==> src/hw/rtl/mh_pkg.sv <==
// ----------------------------------------------------------------------------
// mh_pkg
// Types, widths and constants shared by the magnetometer heading pipeline.
// ----------------------------------------------------------------------------
package mh_pkg;

  localparam int XY_W     = 32;
  localparam int Z_W      = 34;
  localparam int H_W      = 36;
  localparam int PRESCALE = 16;
  localparam int ATAN_LEN = 24;

  localparam logic signed [Z_W-1:0] HALF_PI_Q30 = 34'sd1686629713;
  localparam logic signed [H_W-1:0] TWO_PI_Q30  = 36'sd6746518852;

  typedef enum logic [1:0] {
    REG_X_OFFSET    = 2'd0,
    REG_Y_OFFSET    = 2'd1,
    REG_DECLINATION = 2'd2
  } cfg_reg_t;

  typedef struct packed {
    logic signed [13:0] xc;
    logic signed [13:0] yc;
    logic signed [12:0] zr;
    logic               zero;
  } side_t;

  typedef struct packed {
    logic signed [XY_W-1:0] x;
    logic signed [XY_W-1:0] y;
    logic signed [Z_W-1:0]  z;
    side_t                  side;
  } cell_t;

  function automatic logic signed [Z_W-1:0] atan_q30(logic [4:0] idx);
    logic signed [Z_W-1:0] a;
    case (idx)
      5'd0:    a = 34'sd843314856;
      5'd1:    a = 34'sd497837829;
      5'd2:    a = 34'sd263043836;
      5'd3:    a = 34'sd133525158;
      5'd4:    a = 34'sd67021686;
      5'd5:    a = 34'sd33543515;
      5'd6:    a = 34'sd16775850;
      5'd7:    a = 34'sd8388437;
      5'd8:    a = 34'sd4194282;
      5'd9:    a = 34'sd2097149;
      5'd10:   a = 34'sd1048575;
      5'd11:   a = 34'sd524287;
      5'd12:   a = 34'sd262143;
      5'd13:   a = 34'sd131071;
      5'd14:   a = 34'sd65535;
      5'd15:   a = 34'sd32767;
      5'd16:   a = 34'sd16383;
      5'd17:   a = 34'sd8191;
      5'd18:   a = 34'sd4095;
      5'd19:   a = 34'sd2047;
      5'd20:   a = 34'sd1023;
      5'd21:   a = 34'sd511;
      5'd22:   a = 34'sd255;
      5'd23:   a = 34'sd127;
      default: a = '0;
    endcase
    return a;
  endfunction

endpackage

==> src/hw/rtl/mh_decl_conv.sv <==
// ----------------------------------------------------------------------------
// mh_decl_conv
// Converts declination in hundredths of a degree to radians scaled by 2^30,
// rounded half away from zero. Four register stages.
// ----------------------------------------------------------------------------
module mh_decl_conv (
  input  logic                          clk,
  input  logic signed [15:0]            declination,
  output logic signed [mh_pkg::Z_W-1:0] decl_q30
);

  localparam logic [32:0] PI_WHOLE   = 33'd187403;
  localparam logic [27:0] PI_FRAC    = 28'd5426;
  localparam logic [27:0] HALF_DIV   = 28'd9000;
  localparam logic [47:0] RECIP_1125 = 48'd15270994;
  localparam logic [24:0] DIV_1125   = 25'd1125;

  logic        neg_a;
  logic [15:0] mag;
  logic [32:0] base_a;
  logic [27:0] v_a;

  logic        neg_b;
  logic [32:0] base_b;
  logic [23:0] vs_b;
  logic [13:0] q_est_b;
  logic [47:0] prod;

  logic        neg_c;
  logic [32:0] base_c;
  logic [13:0] q_c;
  logic [24:0] rem;

  logic [mh_pkg::Z_W-1:0] r;

  assign mag  = declination[15] ? 16'(-declination) : 16'(declination);
  assign prod = 48'(v_a[27:4]) * RECIP_1125;
  assign rem  = 25'(vs_b) - 25'(q_est_b) * DIV_1125;
  assign r    = mh_pkg::Z_W'(base_c) + mh_pkg::Z_W'(q_c);

  always_ff @(posedge clk) begin
    neg_a    <= declination[15];
    base_a   <= 33'(mag) * PI_WHOLE;
    v_a      <= 28'(mag) * PI_FRAC + HALF_DIV;
    neg_b    <= neg_a;
    base_b   <= base_a;
    vs_b     <= v_a[27:4];
    q_est_b  <= prod[47:34];
    neg_c    <= neg_b;
    base_c   <= base_b;
    q_c      <= q_est_b + 14'(rem >= DIV_1125);
    decl_q30 <= neg_c ? -signed'(r) : signed'(r);
  end

endmodule

==> config.mk <==
export PLATFORM = sky130hd
export DESIGN_NAME = mh_decl_conv
export DESIGN_NICKNAME = d
export VERILOG_FILES = /design/src/hw/rtl/mh_pkg.sv /design/src/hw/rtl/mh_decl_conv.sv
export SDC_FILE = /design/constraint.sdc
export NUM_CORES = 1
export LEC_CHECK = 0
export ABC_AREA = 1
export BUFFER_PORTS_ARGS = -buffer_cell sky130_fd_sc_hd__buf_2
export CORE_MARGIN = 8
export CORE_UTILIZATION = 67
export CTS_CLUSTER_DIAMETER = 30
export DETAILED_ROUTE_END_ITERATION = 12
export PLACE_DENSITY = 0.86
export SYNTH_ARGS = -nofsm -noshare
export SYNTH_HDL_FRONTEND = slang
export SYNTH_SLANG_ARGS = --single-unit
export TNS_END_PERCENT = 5
==> constraint.sdc <==
create_clock -name clk -period 16.4 [get_ports clk]
set_input_delay 2.46 -clock clk [delete_from_list [all_inputs] [get_ports clk]]
set_output_delay 2.46 -clock clk [all_outputs]
set_load 0.02 [all_outputs]
Word level (Yosys, flattened, before mapping)
Cells that the tools add are included.
{ "totals": {"reg_bits": 216} }
{ "classes": {"addsub": 6, "multipliers": 4, "n_lt_le_gt_ge": 1, "n_mux": 2} }
{ "op_table": {"columns": ["op", "count"], "rows": [
  ["multiplier 24 x 23 -> 47 bit (second input constant)", 1],
  ["adder 33 x 14 -> 34 bit", 1],
  ["2-to-1 mux 34 bit", 1],
  ["negation 34 bit", 1],
  ["multiplier 16 x 18 -> 33 bit (second input constant)", 1],
  ["adder 28 x 14 -> 28 bit (second input constant)", 1],
  ["multiplier 16 x 12 -> 27 bit (second input constant)", 1],
  ["greater-or-equal comparator 25 x 11 -> 1 bit (second input constant)", 1],
  ["multiplier 14 x 11 -> 25 bit (second input constant)", 1],
  ["subtractor 24 x 25 -> 25 bit", 1],
  ["2-to-1 mux 16 bit", 1],
  ["negation 16 bit", 1],
  ["adder 14 x 1 -> 14 bit", 1]
]} }

Logic depth before layout (Yosys ltp)
Gate-level depths: netlist of the first run.
{ "depth": {"depth_word": 4, "ltp_mapped": 37, "mapped_depth_nobuf": 37} }

Worst setup path before layout of the first run
OpenSTA, ideal clock, no wires.
{ "synth_path": {"path_kind": "input port to flip-flop", "start": "input declination[0]", "end": "register base_a[32]", "setup_ps": 127, "t_arrival_ps": 8208, "setup_slack_ps": 8066, "cell_stages": 30, "path_cell_list": "inv_1 > ha_1 > inv_1 > nor2_1 > inv_1 > nor2_1 > inv_1 > nor4_1 > a21oi_1 > inv_1 > o21ai_0 > xor2_1 > ha_1 > inv_1 > fa_1 > inv_1 > ha_1 > fa_1 > inv_1 > fa_1 > inv_1 > fa_1 > ha_1 > a21oi_1 > o21ai_0 > a21oi_1 > nand2_1 > a31oi_1 > o21ai_0 > xor2_1"} }
{ "synth_via": {"elab_chain_cells": 3} }
{ "synth_rtl": {"columns": ["element", "line", "text"], "rows": [
  ["start, declared", "mh_decl_conv.sv:8", "input logic signed [15:0] declination,"],
  ["negation 16 bit", "mh_decl_conv.sv:36", "assign mag = declination[15] ? 16'(-declination) : 16'(declination);"],
  ["2-to-1 mux 16 bit *", "mh_decl_conv.sv:36", null],
  ["multiplier 16 x 18 -> 33 bit *", "mh_decl_conv.sv:43", "base_a <= 33'(mag) * PI_WHOLE;"],
  ["end signal, assigned", "mh_decl_conv.sv:43", null],
  ["end, declared", "mh_decl_conv.sv:20", "logic [32:0] base_a;"]
]} }
Mark *: on every way between the ends. The rest lies on a longest branch, timed or not.

Final worst setup path of the first run
{ "layout_path": {"start": "input declination[0]", "end": "register base_a[31]"} }
Same word-level chain as after synthesis.

==> results of run 1 <==
metrics by stage:
step / std cells / instance area [um2]
after CTS: 3984 / 29900
after detailed placement: 3918 / 28600
after global placement: 3918 / 28600
after floorplan: 3323 / 27500
final: 3984 / 29900
after global routing: 3984 / 29900
cells by family (layout without fill, tap and decap cells):
kind of cell | Yosys count | count (layout) | synth area share
xor gates and xnor gates | 150 | 150 | 0.0482
buffers and inverters | 756 | 885 | 0.103
adders and majority gates | 851 | 851 | 0.466
AOI/OAI and AO/OA | 316 | 316 | 0.0644
and+or+nand+nor | 1038 | 1038 | 0.164
DFF | 212 | 212 | 0.154
worst max-delay path by stage:
| stage | from | to | cells past startpoint |
|---|---|---|---|
| global placement | declination[0] | base_a[31] | 31 |
| floorplan | declination[0] | base_a[32] | 30 |
| CTS | declination[0] | base_a[31] | 32 |
| detailed placement | declination[0] | base_a[31] | 31 |
| global route | declination[0] | base_a[31] | 31 |
| finish | declination[0] | base_a[31] | 32 |
critical path, delay by kind of cell:
| family | cells | cell delay, ns |
|---|---|---|
| AOI/OAI and AO/OA | 5 | 0.94 |
| xor gates and xnor gates | 1 | 0.71 |
| and+or+nand+nor | 9 | 0.97 |
| buffers and inverters | 9 | 0.89 |
| adders and majority gates | 8 | 3.45 |
sequential cells by signal, summed over array words and instances, names as in the netlist:
register	count
v_a	24
base_a	33
neg_c	1
q_est_b	14
decl_q30	34
base_c	33
neg_a	1
neg_b	1
base_b	33
vs_b	24
q_c	14
routing by layer:
layer	vias up	wire [um]	track usage
li1	10700	-	-
met1	10300	27900	0.355
met2	781	31500	0.485
met3	211	4530	0.0427
met4	0	2780	0.120
met5	-	0	0
cell usage in the layout, fill, tap and decap left out, types with 92 or more instances in the layout:
master / count
a21oi_1: 147
dfxtp_1: 212
xor2_1: 94
nand3_1: 128
nand2_1: 564
fa_1: 291
o21ai_0: 92
nor2_1: 193
inv_1: 743
ha_1: 560
area by class of cell:
type / count / area (um2)
multi-input cells: 2355 / 20500
fillers: 2894 / 10900
flip-flops and latches: 212 / 4240
inverters: 751 / 2820
clock buffers: 44 / 1010
well taps: 532 / 666
repair buffers: 68 / 385
clock inverters: 22 / 294
==> results_dict.tcl, run 1 <==
set metrics [dict create \
    rsz0062_at_grt "false" \
    cts-resized-gates 0 \
    rr_worst_depth 21 \
    coreArea_um2 40700 \
    wirelength_um 66700 \
    start_util 0.676 \
    post-cts-setup-buffers 0 \
    min_from "base_a[7]" \
    clock_skew_ns 0.0194 \
    nets 4293 \
    setup_tns_ns 0 \
    synth_area_um2 27500 \
    r2r_setup_slack_ns 9.87 \
    wire_per_inst_um 16.7 \
    slew_violations 0 \
    crit_arrival_ns 9.44 \
    required_ns 16.89 \
    pre_cts_ws_ns 6.97 \
    synth_edf_count 0 \
    area_delta_synth_final_pct 8.46 \
    critical_path_class "in -> reg" \
    die_area_um2 47800 \
    timing.final.crit_share 0.546 \
    grt_max_degree 26 \
    synth_top_area_frac 0.254 \
    whs_ns 0.320 \
    ys.flop_type "dfxtp_1" \
    timing.final.ws_setup_ns 7.45 \
    drc 0 \
    drive_gt1_frac 0.0608 \
    num_rows 74 \
    syn_inst 3323 \
    ys_seq_area_frac 0.154 \
    hold_path_class "reg -> reg" \
    cts_tree "built" \
    finalCriticalPeriod_ns 8.95 \
    rr_startpoint "v_a[7]" \
    die_w_um 219 \
    cp-start-kind "primary input" \
    max_freq_ghz 0.112 \
    relSlewSlack 0.317 \
    firstDrtPassIters 7 \
    via_per_inst 5.51 \
    endpoint_kind "flop" \
    cts_sinks 212 \
    worst_path_max_delay_cell "xor2_1" \
    synthTopCellsByArea "ha_1 25%, fa_1 21%, dfxtp_1 15%" \
    cts_hold_buf 0 \
    r2r-end "q_est_b[9]" \
    path_common_cell "inv_1" \
    min_to "base_b[7]" \
    htree_levels 2 \
    first_global_vias 22900 \
    async_flop_share 0 \
    cts_buffers 37 \
    grtUsageTotal 0.284 \
    antenna_found_initial 2 \
    vias 21900 \
    overflow 0 \
    syn-mean-instance-area_um2 8.29 \
    final_antenna_net_count 0 \
    critPathMaxFanout 12 \
    yosysWarnings 0 \
    diodes 0 \
    utilization 0.733 \
    hold_depth 0 \
    synth_commonest_cells "743 x inv_1, 564 x nand2_1, 560 x ha_1" \
    setup_viol 0 \
    clk_pin_slew_ns 0.06 \
    gp_routability_congestion 0.994 \
    die_h_um 219 \
    portBuffers 50 \
    drt_iter0_markers 1529 \
    clk_latency_ns 0.54 \
    finalHoldViolCount 0 \
    status "complete, no violations" \
    maxCapViolCount 0 \
    yosys.area.top_type "ha_1" \
    cts-root-buf "clkbuf_16" \
    synth_seq_cells 212 \
    syn_nets 4191 \
    slowest_delay_ns 0.71 \
    ios 51 \
    clock_path_buffers 3 \
    ys_types 51 \
    synth.most_common_cell "inv_1" \
    grt_pass1_wl_um 110000 \
    dp_hpwl_um 53800 \
    worst_pin_slew_ns 1.02 \
]
Power of run 1 is left out: the tool's default activity adds up to more than one toggle a clock period on the data nets, which glitch-free logic cannot reach.
==> run 2, diff against run 1 <==
ABC_AREA = 0   (was 1)
CORE_UTILIZATION = 59   (was 67)
PLACE_DENSITY = 0.81   (was 0.86)
clock period = 7.4 ns   (was 16.4 ns; I/O delays follow)
==> run 2 against run 1 <==
  * Design area fell by 2.9%
  * First-iteration DRC count decreased by 27%
  * Worst hold slack is essentially flat
  * Area after synthesis fell by 8.1%
  * Utilization decreased by 5.4 points
  * Sequential share of layout area is 0.42 points higher
  * Final cell count decreased by 15%
  * Non-clock buffer count grew 162
  * Global-route usage is 4.0 points lower
  * Wire length is 10% lower
  * Flip-flop and latch count stayed put
  * Via count decreased by 14%
  * Highest routed layer is now met5
==> results_dict.tcl, run 2 <==
set metrics [dict create \
    status "complete, no violations" \
    rr_worst_depth 23 \
    antenna_found_initial 1 \
    yosys.area_share.simple 0.0780 \
    synthTopCellsByArea "ha_1 28%, fa_1 23%, dfxtp_1 17%" \
    synth_top_family_by_area "adder cells" \
    largest_reg_flops 34 \
    wirelength_um 59900 \
    die_area_um2 49800 \
    final_common_cell "ha_1" \
    path_depth 29 \
    clk_pin_slew_ns 0.06 \
    worst_path_max_delay_cell "fa_1" \
    cts_tree "built" \
    required_ns 7.82 \
    async_flop_share 0 \
    cts_sinks 212 \
    setup_tns_ns 0 \
    synth_commonest_cells "560 x ha_1, 517 x inv_1, 291 x fa_1" \
    min_to "base_b[28]" \
    drt_iter0_markers 1118 \
    syn_inst 2547 \
    endpoint_kind "flop" \
    slowest_delay_ns 0.55 \
    synth.most_common_cell "ha_1" \
    worst_pin_slew_ns 0.820 \
    dp_cells 3298 \
    die_h_um 223 \
    synth_edf_count 0 \
    yosys.area.top_type "ha_1" \
    yosysWarnings 0 \
    clock_path_buffers 3 \
    max_freq_ghz 0.138 \
    finalCriticalPeriod_ns 7.22 \
    critPathMaxFanout 3 \
    crit_buf_inv 6 \
    final_cell_mix "557 x ha_1, 516 x inv_1, 291 x fa_1" \
    slew_violations 0 \
    crit_family "adder cells" \
    via_per_inst 5.62 \
    diodes 0 \
    drc 0 \
    setup_viol 0 \
    rsz0062_at_grt "true" \
    synth_compound_area_frac 0.0925 \
    clock_skew_ns 0.0151 \
    grtUsageTotal 0.243 \
    drive_gt1_frac 0.125 \
    nets 3662 \
    firstDrtPassIters 5 \
    dp_hpwl_um 48000 \
    overflow 0 \
    grt_pass1_wl_um 100000 \
    synthAdderAreaFrac 0.507 \
    cts_buffers 38 \
    final_cell_count_no_fill 3370 \
    wire_per_inst_um 17.8 \
    gp_routability_congestion 0.938 \
    die_w_um 223 \
    rr_startpoint "v_a[8]" \
    finalHoldViolCount 0 \
    ios 51 \
    portBuffers 50 \
    final_antenna_net_count 0 \
    area_delta_synth_final_pct 14.6 \
    maxCapViolCount 0 \
    synth_top_area_frac 0.277 \
    crit_arrival_ns 7.64 \
    critical_path_class "in -> reg" \
    syn_nets 3415 \
    grt_max_degree 39 \
    relSlewSlack 0.453 \
    hold_path_class "reg -> reg" \
    syn-mean-instance-area_um2 9.94 \
    first_global_vias 20400 \
    ys_types 90 \
    synth_seq_cells 212 \
    r2r-end "q_est_b[13]" \
    htree_levels 2 \
    start_util 0.593 \
    muxShareOfSynthArea 0.00282 \
    cp-start-kind "primary input" \
    hold_depth 0 \
    timing.final.crit_share 0.976 \
    cts-root-buf "clkbuf_16" \
    whs_ns 0.320 \
    vias 18900 \
    coreArea_um2 42700 \
    synth_xor_area_frac 0.0715 \
    synth_area_um2 25300 \
    ys_seq_area_frac 0.168 \
    regMostFlops "decl_q30" \
    r2r_setup_slack_ns 0.35 \
    ys.flop_type "dfxtp_1" \
    num_rows 76 \
    min_from "base_a[28]" \
    clk_latency_ns 0.55 \
]
[run 2: changes by cell type after synthesis, moves of 22 or more]
| cell | before | now |
|---|---|---|
| a21o_1 | 18 | 40 |
| a21oi_1 | 147 | 92 |
| and3_1 | 0 | 29 |
| inv_1 | 743 | 517 |
| nand2_1 | 564 | 110 |
| nand2_2 | 32 | 0 |
| nand3_1 | 128 | 31 |
| nor2_1 | 193 | 68 |
| o21ai_0 | 92 | 63 |
| xnor2_1 | 54 | 124 |
[run 2: per-layer routing]
layer | track usage | vias to the layer above | part of all wire
met5 | 0 | - | 0.00022
met4 | 0.0971 | 2 | 0.039
met3 | 0.0299 | 193 | 0.046
met2 | 0.431 | 588 | 0.50
met1 | 0.298 | 9213 | 0.42
li1 | - | 8936 | -
[run 2: metrics by stage]
| stage | setup slack (ns) | util | area, um2 |
|---|---|---|---|
| 6_report | 0.180 | 0.679 | 29000 |
| 5_1_grt | -0.0941 | 0.679 | 29000 |
| 4_1_cts | 0.0873 | 0.677 | 28900 |
| 3_5_place_dp | -0.446 | 0.645 | 27600 |
| 3_3_place_gp | -0.273 | 0.645 | 27600 |
| 2_1_floorplan | -0.00375 | - | 25400 |
[run 2: cell families (layout without fill, tap and decap cells)]
group                      after synthesis  after routing
adders and majority gates              851            851
buffers and inverters                  540            817
and+or+nand+nor                        387            387
AOI/OAI and AO/OA                      346            346
DFF                                    212            212
xor gates and xnor gates               204            204
muxes                                    7              7
[run 2: cell type report]
class	count	area [um2]
clock buffer	43	1000
clock inverter	27	355
fill	3018	13700
inverter	517	1940
multi-input combinational	1795	19200
sequential	212	4240
tap	546	683
timing repair buffer	230	1600
[run 2: worst max path at each step]
stage	from	slack, ns	endpoint
2_1_floorplan	declination[5]	-0.004	v_a[23]
3_3_place_gp	declination[2]	-0.27	base_a[32]
3_5_place_dp	declination[2]	-0.45	base_a[31]
4_1_cts	declination[2]	0.09	base_a[32]
5_1_grt	declination[2]	-0.09	base_a[31]
6_report	declination[2]	0.18	base_a[31]
[run 2: repair_timing]
action,in CTS,in global routing
endpoints found under the setup margin,0,17
hold buffers,0,0
setup buffers,0,2
resized for setup,0,16
Power of run 2 is left out for the same reason.
